==> src/hdl/mcwp_pkg.sv <==
// ----------------------------------------------------------------------------
// mcwp_pkg
// Shared types and constants for the mapped character word packer.
// ----------------------------------------------------------------------------
`default_nettype none

package mcwp_pkg;

	localparam int MAP_ENTRIES     = 256;
	localparam int MAP_IDX_W       = $clog2(MAP_ENTRIES);
	localparam int BYTE_W          = 8;
	localparam int CODE_W          = 8;
	localparam int WORD_BITS       = 32;
	localparam int SHIFT_W         = $clog2(WORD_BITS);
	localparam int COUNT_W         = 4;
	localparam int ALPHA_W         = 9;
	localparam int SMALL_CODE_BITS = 4;
	localparam int LARGE_CODE_BITS = 8;
	localparam int SMALL_ALPHABET  = 16;
	localparam int SMALL_CAPACITY  = WORD_BITS / SMALL_CODE_BITS;
	localparam int LARGE_CAPACITY  = WORD_BITS / LARGE_CODE_BITS;

	localparam logic [ALPHA_W-1:0] ALPHA_RESET = ALPHA_W'(4);

	typedef enum logic {
		OP_MAP_WRITE = 1'b0,
		OP_PACK      = 1'b1
	} opcode_t;

endpackage

`default_nettype wire

==> src/hdl/mcwp_if.sv <==
// ----------------------------------------------------------------------------
// mcwp_byte_if / mcwp_word_if
// Valid/ready channels: incoming bytes and map writes, outgoing packed words.
// ----------------------------------------------------------------------------
`default_nettype none

interface mcwp_byte_if;
	import mcwp_pkg::*;

	logic                valid;
	logic                ready;
	logic                opcode;
	logic [BYTE_W-1:0]   char_byte;
	logic [CODE_W-1:0]   map_value;
	logic                last;

	modport source (output valid, output opcode, output char_byte, output map_value,
		output last, input ready);
	modport sink (input valid, input opcode, input char_byte, input map_value,
		input last, output ready);
endinterface

interface mcwp_word_if;
	import mcwp_pkg::*;

	logic                 valid;
	logic                 ready;
	logic [WORD_BITS-1:0] packed_word;
	logic [COUNT_W-1:0]   char_count;
	logic                 last_word;

	modport source (output valid, output packed_word, output char_count,
		output last_word, input ready);
	modport sink (input valid, input packed_word, input char_count,
		input last_word, output ready);
endinterface

`default_nettype wire

==> src/hdl/mapped_char_word_packer.sv <==
// ----------------------------------------------------------------------------
// mapped_char_word_packer
// Maps text bytes through a character table and packs the codes into words.
// ----------------------------------------------------------------------------
// A map write goes into the 256-entry table at its accept edge; a text byte
// reads the table at its accept edge into the read register, is packed from
// there into the accumulator, and a completed word leaves through the output
// register. The single table port and the one-slot accumulator set the rate of
// one input item per cycle while nothing stalls. A stalled word output holds
// the packing stage, which then holds the input.
`default_nettype none

module mapped_char_word_packer (
	input  wire                             clk,
	input  wire                             arst_n,
	input  wire                             cfg_wr_en,
	input  wire [mcwp_pkg::ALPHA_W-1:0]     cfg_wr_data,
	mcwp_byte_if.sink                       text,
	mcwp_word_if.source                     word
);
	import mcwp_pkg::*;

	logic [CODE_W-1:0]    char_map [MAP_ENTRIES];

	logic [ALPHA_W-1:0]   alpha_q;
	logic [WORD_BITS-1:0] acc_q;
	logic [COUNT_W-1:0]   fill_q;

	logic                 valid_s1;
	logic                 last_s1;
	logic [CODE_W-1:0]    rdata_s1;

	logic                 out_valid_q;
	logic [WORD_BITS-1:0] out_word_q;
	logic [COUNT_W-1:0]   out_count_q;
	logic                 out_last_q;

	logic                 accept;
	logic                 map_wr;
	logic                 map_rd;
	logic [MAP_IDX_W-1:0] map_idx;

	logic                 small_mode;
	logic [CODE_W-1:0]    code;
	logic [SHIFT_W-1:0]   shift;
	logic [WORD_BITS-1:0] acc_next;
	logic [COUNT_W-1:0]   fill_next;
	logic [COUNT_W-1:0]   capacity;
	logic                 emit;
	logic                 s1_go;

	assign accept  = text.valid && text.ready;
	assign map_idx = text.char_byte[MAP_IDX_W-1:0];
	assign map_wr  = accept && (opcode_t'(text.opcode) == OP_MAP_WRITE);
	assign map_rd  = accept && (opcode_t'(text.opcode) == OP_PACK);

	always_ff @(posedge clk) begin
		if (map_wr) begin
			char_map[map_idx] <= text.map_value;
		end
		if (map_rd) begin
			rdata_s1 <= char_map[map_idx];
			last_s1  <= text.last;
		end
	end

	always_comb begin
		small_mode = (alpha_q <= ALPHA_W'(SMALL_ALPHABET));
		code       = ({1'b0, rdata_s1} >= alpha_q) ? '0 : rdata_s1;
		fill_next  = fill_q + COUNT_W'(1);
		if (small_mode) begin
			shift    = SHIFT_W'(WORD_BITS - (32'(fill_q) + 1) * SMALL_CODE_BITS);
			capacity = COUNT_W'(SMALL_CAPACITY);
		end else begin
			shift    = SHIFT_W'(WORD_BITS - (32'(fill_q) + 1) * LARGE_CODE_BITS);
			capacity = COUNT_W'(LARGE_CAPACITY);
		end
		acc_next = acc_q | (WORD_BITS'(code) << shift);
		emit     = (fill_next >= capacity) || last_s1;
		s1_go    = !(valid_s1 && emit && out_valid_q && !word.ready);
	end

	assign text.ready = !valid_s1 || s1_go;

	always_ff @(posedge clk or negedge arst_n) begin
		if (!arst_n) begin
			alpha_q     <= ALPHA_RESET;
			acc_q       <= '0;
			fill_q      <= '0;
			valid_s1    <= 1'b0;
			out_valid_q <= 1'b0;
		end else begin
			if (text.ready) begin
				valid_s1 <= map_rd;
			end

			if (!cfg_wr_en && valid_s1 && s1_go && emit) begin
				out_valid_q <= 1'b1;
			end else if (word.ready) begin
				out_valid_q <= 1'b0;
			end

			if (cfg_wr_en) begin
				alpha_q <= cfg_wr_data;
				acc_q   <= '0;
				fill_q  <= '0;
			end else if (valid_s1 && s1_go) begin
				if (emit) begin
					acc_q  <= '0;
					fill_q <= '0;
				end else begin
					acc_q  <= acc_next;
					fill_q <= fill_next;
				end
			end
		end
	end

	always_ff @(posedge clk) begin
		if (valid_s1 && s1_go && emit) begin
			out_word_q  <= acc_next;
			out_count_q <= fill_next;
			out_last_q  <= last_s1;
		end
	end

	assign word.valid       = out_valid_q;
	assign word.packed_word = out_word_q;
	assign word.char_count  = out_count_q;
	assign word.last_word   = out_last_q;

`ifndef SYNTHESIS
	a_fill_below_capacity: assert property (@(posedge clk) disable iff (!arst_n)
		fill_q < capacity)
		else $error("accumulator reached capacity without emitting");

	a_stall_holds_s1: assert property (@(posedge clk) disable iff (!arst_n)
		valid_s1 && emit && out_valid_q && !word.ready |=> valid_s1 && $stable(acc_q))
		else $error("packing stage lost a byte while output stalled");

	a_count_range: assert property (@(posedge clk) disable iff (!arst_n)
		word.valid |-> word.char_count != '0 && word.char_count <= capacity)
		else $error("word count out of range");
`endif

endmodule

`default_nettype wire
==> src/flat_wrapper.sv <==
// flat-port wrapper written by rule: the top's interface ports become plain ports
module mapped_char_word_packer_flat import mcwp_pkg::*;
  (clk, arst_n, cfg_wr_en, cfg_wr_data, text_valid, text_opcode, text_char_byte, text_map_value, text_last, text_ready, word_valid, word_packed_word, word_char_count, word_last_word, word_ready);
  mcwp_byte_if text_i ();
  mcwp_word_if word_i ();
  input  wire clk;
  input  wire arst_n;
  input  wire cfg_wr_en;
  input  wire [mcwp_pkg::ALPHA_W-1:0] cfg_wr_data;
  input wire logic [$bits(text_i.valid)-1:0] text_valid;
  input wire logic [$bits(text_i.opcode)-1:0] text_opcode;
  input wire logic [$bits(text_i.char_byte)-1:0] text_char_byte;
  input wire logic [$bits(text_i.map_value)-1:0] text_map_value;
  input wire logic [$bits(text_i.last)-1:0] text_last;
  output wire logic [$bits(text_i.ready)-1:0] text_ready;
  output wire logic [$bits(word_i.valid)-1:0] word_valid;
  output wire logic [$bits(word_i.packed_word)-1:0] word_packed_word;
  output wire logic [$bits(word_i.char_count)-1:0] word_char_count;
  output wire logic [$bits(word_i.last_word)-1:0] word_last_word;
  input wire logic [$bits(word_i.ready)-1:0] word_ready;
  assign text_i.valid = text_valid;
  assign text_i.opcode = text_opcode;
  assign text_i.char_byte = text_char_byte;
  assign text_i.map_value = text_map_value;
  assign text_i.last = text_last;
  assign text_ready = text_i.ready;
  assign word_valid = word_i.valid;
  assign word_packed_word = word_i.packed_word;
  assign word_char_count = word_i.char_count;
  assign word_last_word = word_i.last_word;
  assign word_i.ready = word_ready;
  mapped_char_word_packer u_core (.clk(clk), .arst_n(arst_n), .cfg_wr_en(cfg_wr_en), .cfg_wr_data(cfg_wr_data), .text(text_i), .word(word_i));
endmodule
==> config.mk <==
export PLATFORM = sky130hd
export DESIGN_NAME = mapped_char_word_packer_flat
export DESIGN_NICKNAME = d
export VERILOG_FILES = /design/src/hdl/mcwp_pkg.sv /design/src/hdl/mcwp_if.sv /design/src/hdl/mapped_char_word_packer.sv /design/src/flat_wrapper.sv
export SDC_FILE = /design/constraint.sdc
export NUM_CORES = 2
export LEC_CHECK = 0
export ABC_AREA = 1
export BUFFER_PORTS_ARGS = -buffer_cell sky130_fd_sc_hd__buf_2
export CAP_MARGIN = 5
export CORE_UTILIZATION = 30
export DETAILED_ROUTE_END_ITERATION = 10
export PLACE_DENSITY = 0.49
export SETUP_SLACK_MARGIN = 0.3
export SYNTH_ARGS = -nofsm -noshare
export SYNTH_HDL_FRONTEND = slang
export SYNTH_SLANG_ARGS = --single-unit
==> constraint.sdc <==
create_clock -name clk -period 3.4 [get_ports clk]
set_clock_uncertainty 0.1 [all_clocks]
set_input_delay 0.51 -clock clk [delete_from_list [all_inputs] [get_ports clk]]
set_output_delay 0.51 -clock clk [all_outputs]
set_load 0.02 [all_outputs]
==> impl_metrics.tcl <==
set metrics [dict create \
    place_area_um2 95500 \
    tightest_slew_ns 1.13 \
    netlist_area_um2 85900 \
    avgRoutedWirePerCell_um 23.4 \
    final_cell_count_no_fill 12100 \
    drtPass1Iterations 5 \
    dr_wl_met3_um 18400 \
    rows 196 \
    dp_worst_setup_slack_ns -0.117 \
    worstSetupEndpointType "primary output" \
    clock_sinks 2141 \
    slew_headroom 0.250 \
    synth_nets 7523 \
    hold_class "primary input to flip-flop" \
    cp_slowest_cell "dfrtp_1" \
    hold_viol 0 \
    dieArea_um2 289000 \
    drt-vias-per-instance 4.85 \
    cts_buffers 227 \
    die_w_um 537 \
    seq_area_frac_synth 0.745 \
    initial_core_util 0.302 \
    timing.rr.start "u_core.fill_q[1]" \
    dpl.cell_count 11600 \
    r2r_end "u_core.char_map[157][0]" \
    post-route-period-util 1.00 \
    drt-met1-wl_um 122000 \
    grt_max_degree 91 \
    ant_nets 0 \
    dr.max_layer_used "met5" \
    io_pins 71 \
    drive_gt1_frac 0.154 \
    p_leak_nw 39.2 \
    cap_violations 0 \
    syn_to_final_growth_pct 23.1 \
    grt_pass1_vias 58300 \
    root_buffer "clkbuf_16" \
    fin_nets 8188 \
    power.density_nw_per_um2 544 \
    die_y_um 537 \
    synth_cell_types 31 \
    antenna_found_initial 14 \
    status "complete, but fails checks" \
    grt_use_total 0.192 \
    crit_end "text_ready" \
    hold_depth 1 \
    finalSetupViolCount 1 \
    drtIter0Drc 6132 \
    final_common_cell "nand2_1" \
    finalWirelength_um 283000 \
    tns_ns -0.00491 \
    synth_seq_cells 2141 \
    peakVddDrop_mv 0.445 \
    tritoncts "yes" \
    critPathLaunchType "flip-flop" \
    clk_latency_ns 0.90 \
    grt_pass1_wl_um 405000 \
    startpoint "u_core.fill_q[1]" \
    met2_wirelength_um 132000 \
    htreeDepth 4 \
    rsz0062_at_grt "true" \
    avgSynthCellArea_um2 11.5 \
    mostFrequentLayoutCells "nand2_1, edfxtp_1, nor2_1" \
    clk_pin_slew_worst_paths_ns 0.06 \
    total_power_mw 57.5 \
    period_needed_ns 3.40 \
    synth_cells 7480 \
    portBuffers 70 \
    crit_chain "ha_4 -> xor2_4 -> inv_2 -> ha_4 -> nand2_2 -> nand2_2 -> nand2_2 -> nand3_2 -> inv_2 -> nor2_4 -> nand2_2 -> buf_6 -> buf_6" \
    maxSlewViolCount 0 \
    cp_slowest_stage_delay_ns 0.42 \
    num_vias 58700 \
    ff2ff_path_depth 21 \
    timing.fmax_mhz 294 \
    cts_max_path_buffers 4 \
    yosysWarningCount 0 \
    drc 0 \
    setup_slack_ns -0.00491 \
    path_common_cell "nand2_2" \
    final_util 0.371 \
    cp_data_arrival_time_ns 2.79 \
    required_ns 2.79 \
    place_congestion 0.882 \
    fin_area_um2 106000 \
    violations "setup timing" \
    path_class "flip-flop to primary output" \
    whs_ns 0.0558 \
    worst-r2r-setup-slack_ns 0.03 \
    cp_max_fo 2 \
    fp.coreArea_um2 285000 \
    grt_overflow 0 \
    hpwlAfterDp_um 178000 \
]
[what timing repair did]
| item | 4_1_cts | 5_1_grt |
|---|---|---|
| hold buffers | 39 | 0 |
| setup buffers | 28 | 9 |
| pin swaps | 25 | 30 |
| endpoints found under the hold margin | 123 | 0 |
| gates resized for setup | 261 | 286 |
| setup endpoints to repair | 2031 | 2082 |
| gates cloned | 6 | 2 |
[report_power, final]
group / internal [mW] / switching (mW) / total [mW]
Sequential: 29.0 / 0.0377 / 29.1
Clock: 14.3 / 10.4 / 24.7
Combinational: 1.01 / 2.78 / 3.79
Total: 44.3 / 13.2 / 57.5
[final cells by class]
type | instances | area, µm²
Clock buffer | 264 | 5850
Tap cell | 3762 | 4710
Clock inverter | 148 | 1470
Antenna cell | 2 | 5.00
Sequential cell | 2141 | 64100
Inverter | 125 | 502
Fill cell | 27700 | 179000
Timing Repair Buffer | 803 | 8220
Multi-Input combinational cell | 4847 | 21000
[sequential cells by signal, indices dropped and copies added (netlist names)]
register and count:
u_core.char_map 2048, u_core.acc_q 32, u_core.valid_s1 1, u_core.word.valid 1
u_core.fill_q 4, u_core.word.packed_word 32, u_core.alpha_q 9, u_core.word.last_word 1
u_core.last_s1 1, u_core.word.char_count 4, u_core.rdata_s1 8
[metal layers]
metal	track usage	vias up
met5	0	-
met4	0.0602	2
met3	0.0271	424
met2	0.315	2116
met1	0.263	29400
li1	-	26800
[Yosys cell counts (all sizes together)]
cell type     n  share of area
a22oi        68         0.0059
nor2        550          0.024
clkinv        9        0.00039
inv         116         0.0051
nor3          3        0.00023
o22ai         1       0.000073
clkbuf      145         0.0063
nand3       164         0.0096
nand2      3536           0.15
dfstp         1        0.00031
ha           11         0.0016
o21ai       188          0.011
buf         222          0.013
dfrtp        46          0.013
a21oi       127         0.0074
edfxtp     2094           0.73
nand4       188          0.014
a21boi        8        0.00070
xnor2         1        0.00010
xor2          2        0.00020
[worst max-delay path, delay by kind of cell, from the launching register on]
family / cells / cell delay (ns)
fa+ha+maj: 2 / 0.48
xor+xnor: 1 / 0.23
flops: 1 / 0.42
simple gates: 6 / 0.38
buf+inv: 4 / 0.40
[how the worst min path moves through the flow]
| stage | start | end | slack (ns) |
|---|---|---|---|
| after floorplan | arst_n | u_core.acc_q[0] | 0.11 |
| after global placement | u_core.last_s1 | u_core.word.last_word | 0.35 |
| after detailed placement | u_core.last_s1 | u_core.word.last_word | 0.36 |
| after CTS | text_map_value[2] | u_core.char_map[2][2] | 0.02 |
| after global routing | text_map_value[2] | u_core.char_map[28][2] | 0.02 |
| final | text_map_value[2] | u_core.char_map[28][2] | 0.06 |
[cell families after synthesis]
logic type                 after synthesis  synth area share
buffers and inverters                  492            0.0252
xor gates and xnor gates                 3          0.000306
and+or+nand+nor                       4441             0.202
DFF                                   2141             0.745
adders and majority gates               11           0.00160
AOI/OAI and AO/OA                      392            0.0251
Power figures use the tool's default switching activity.
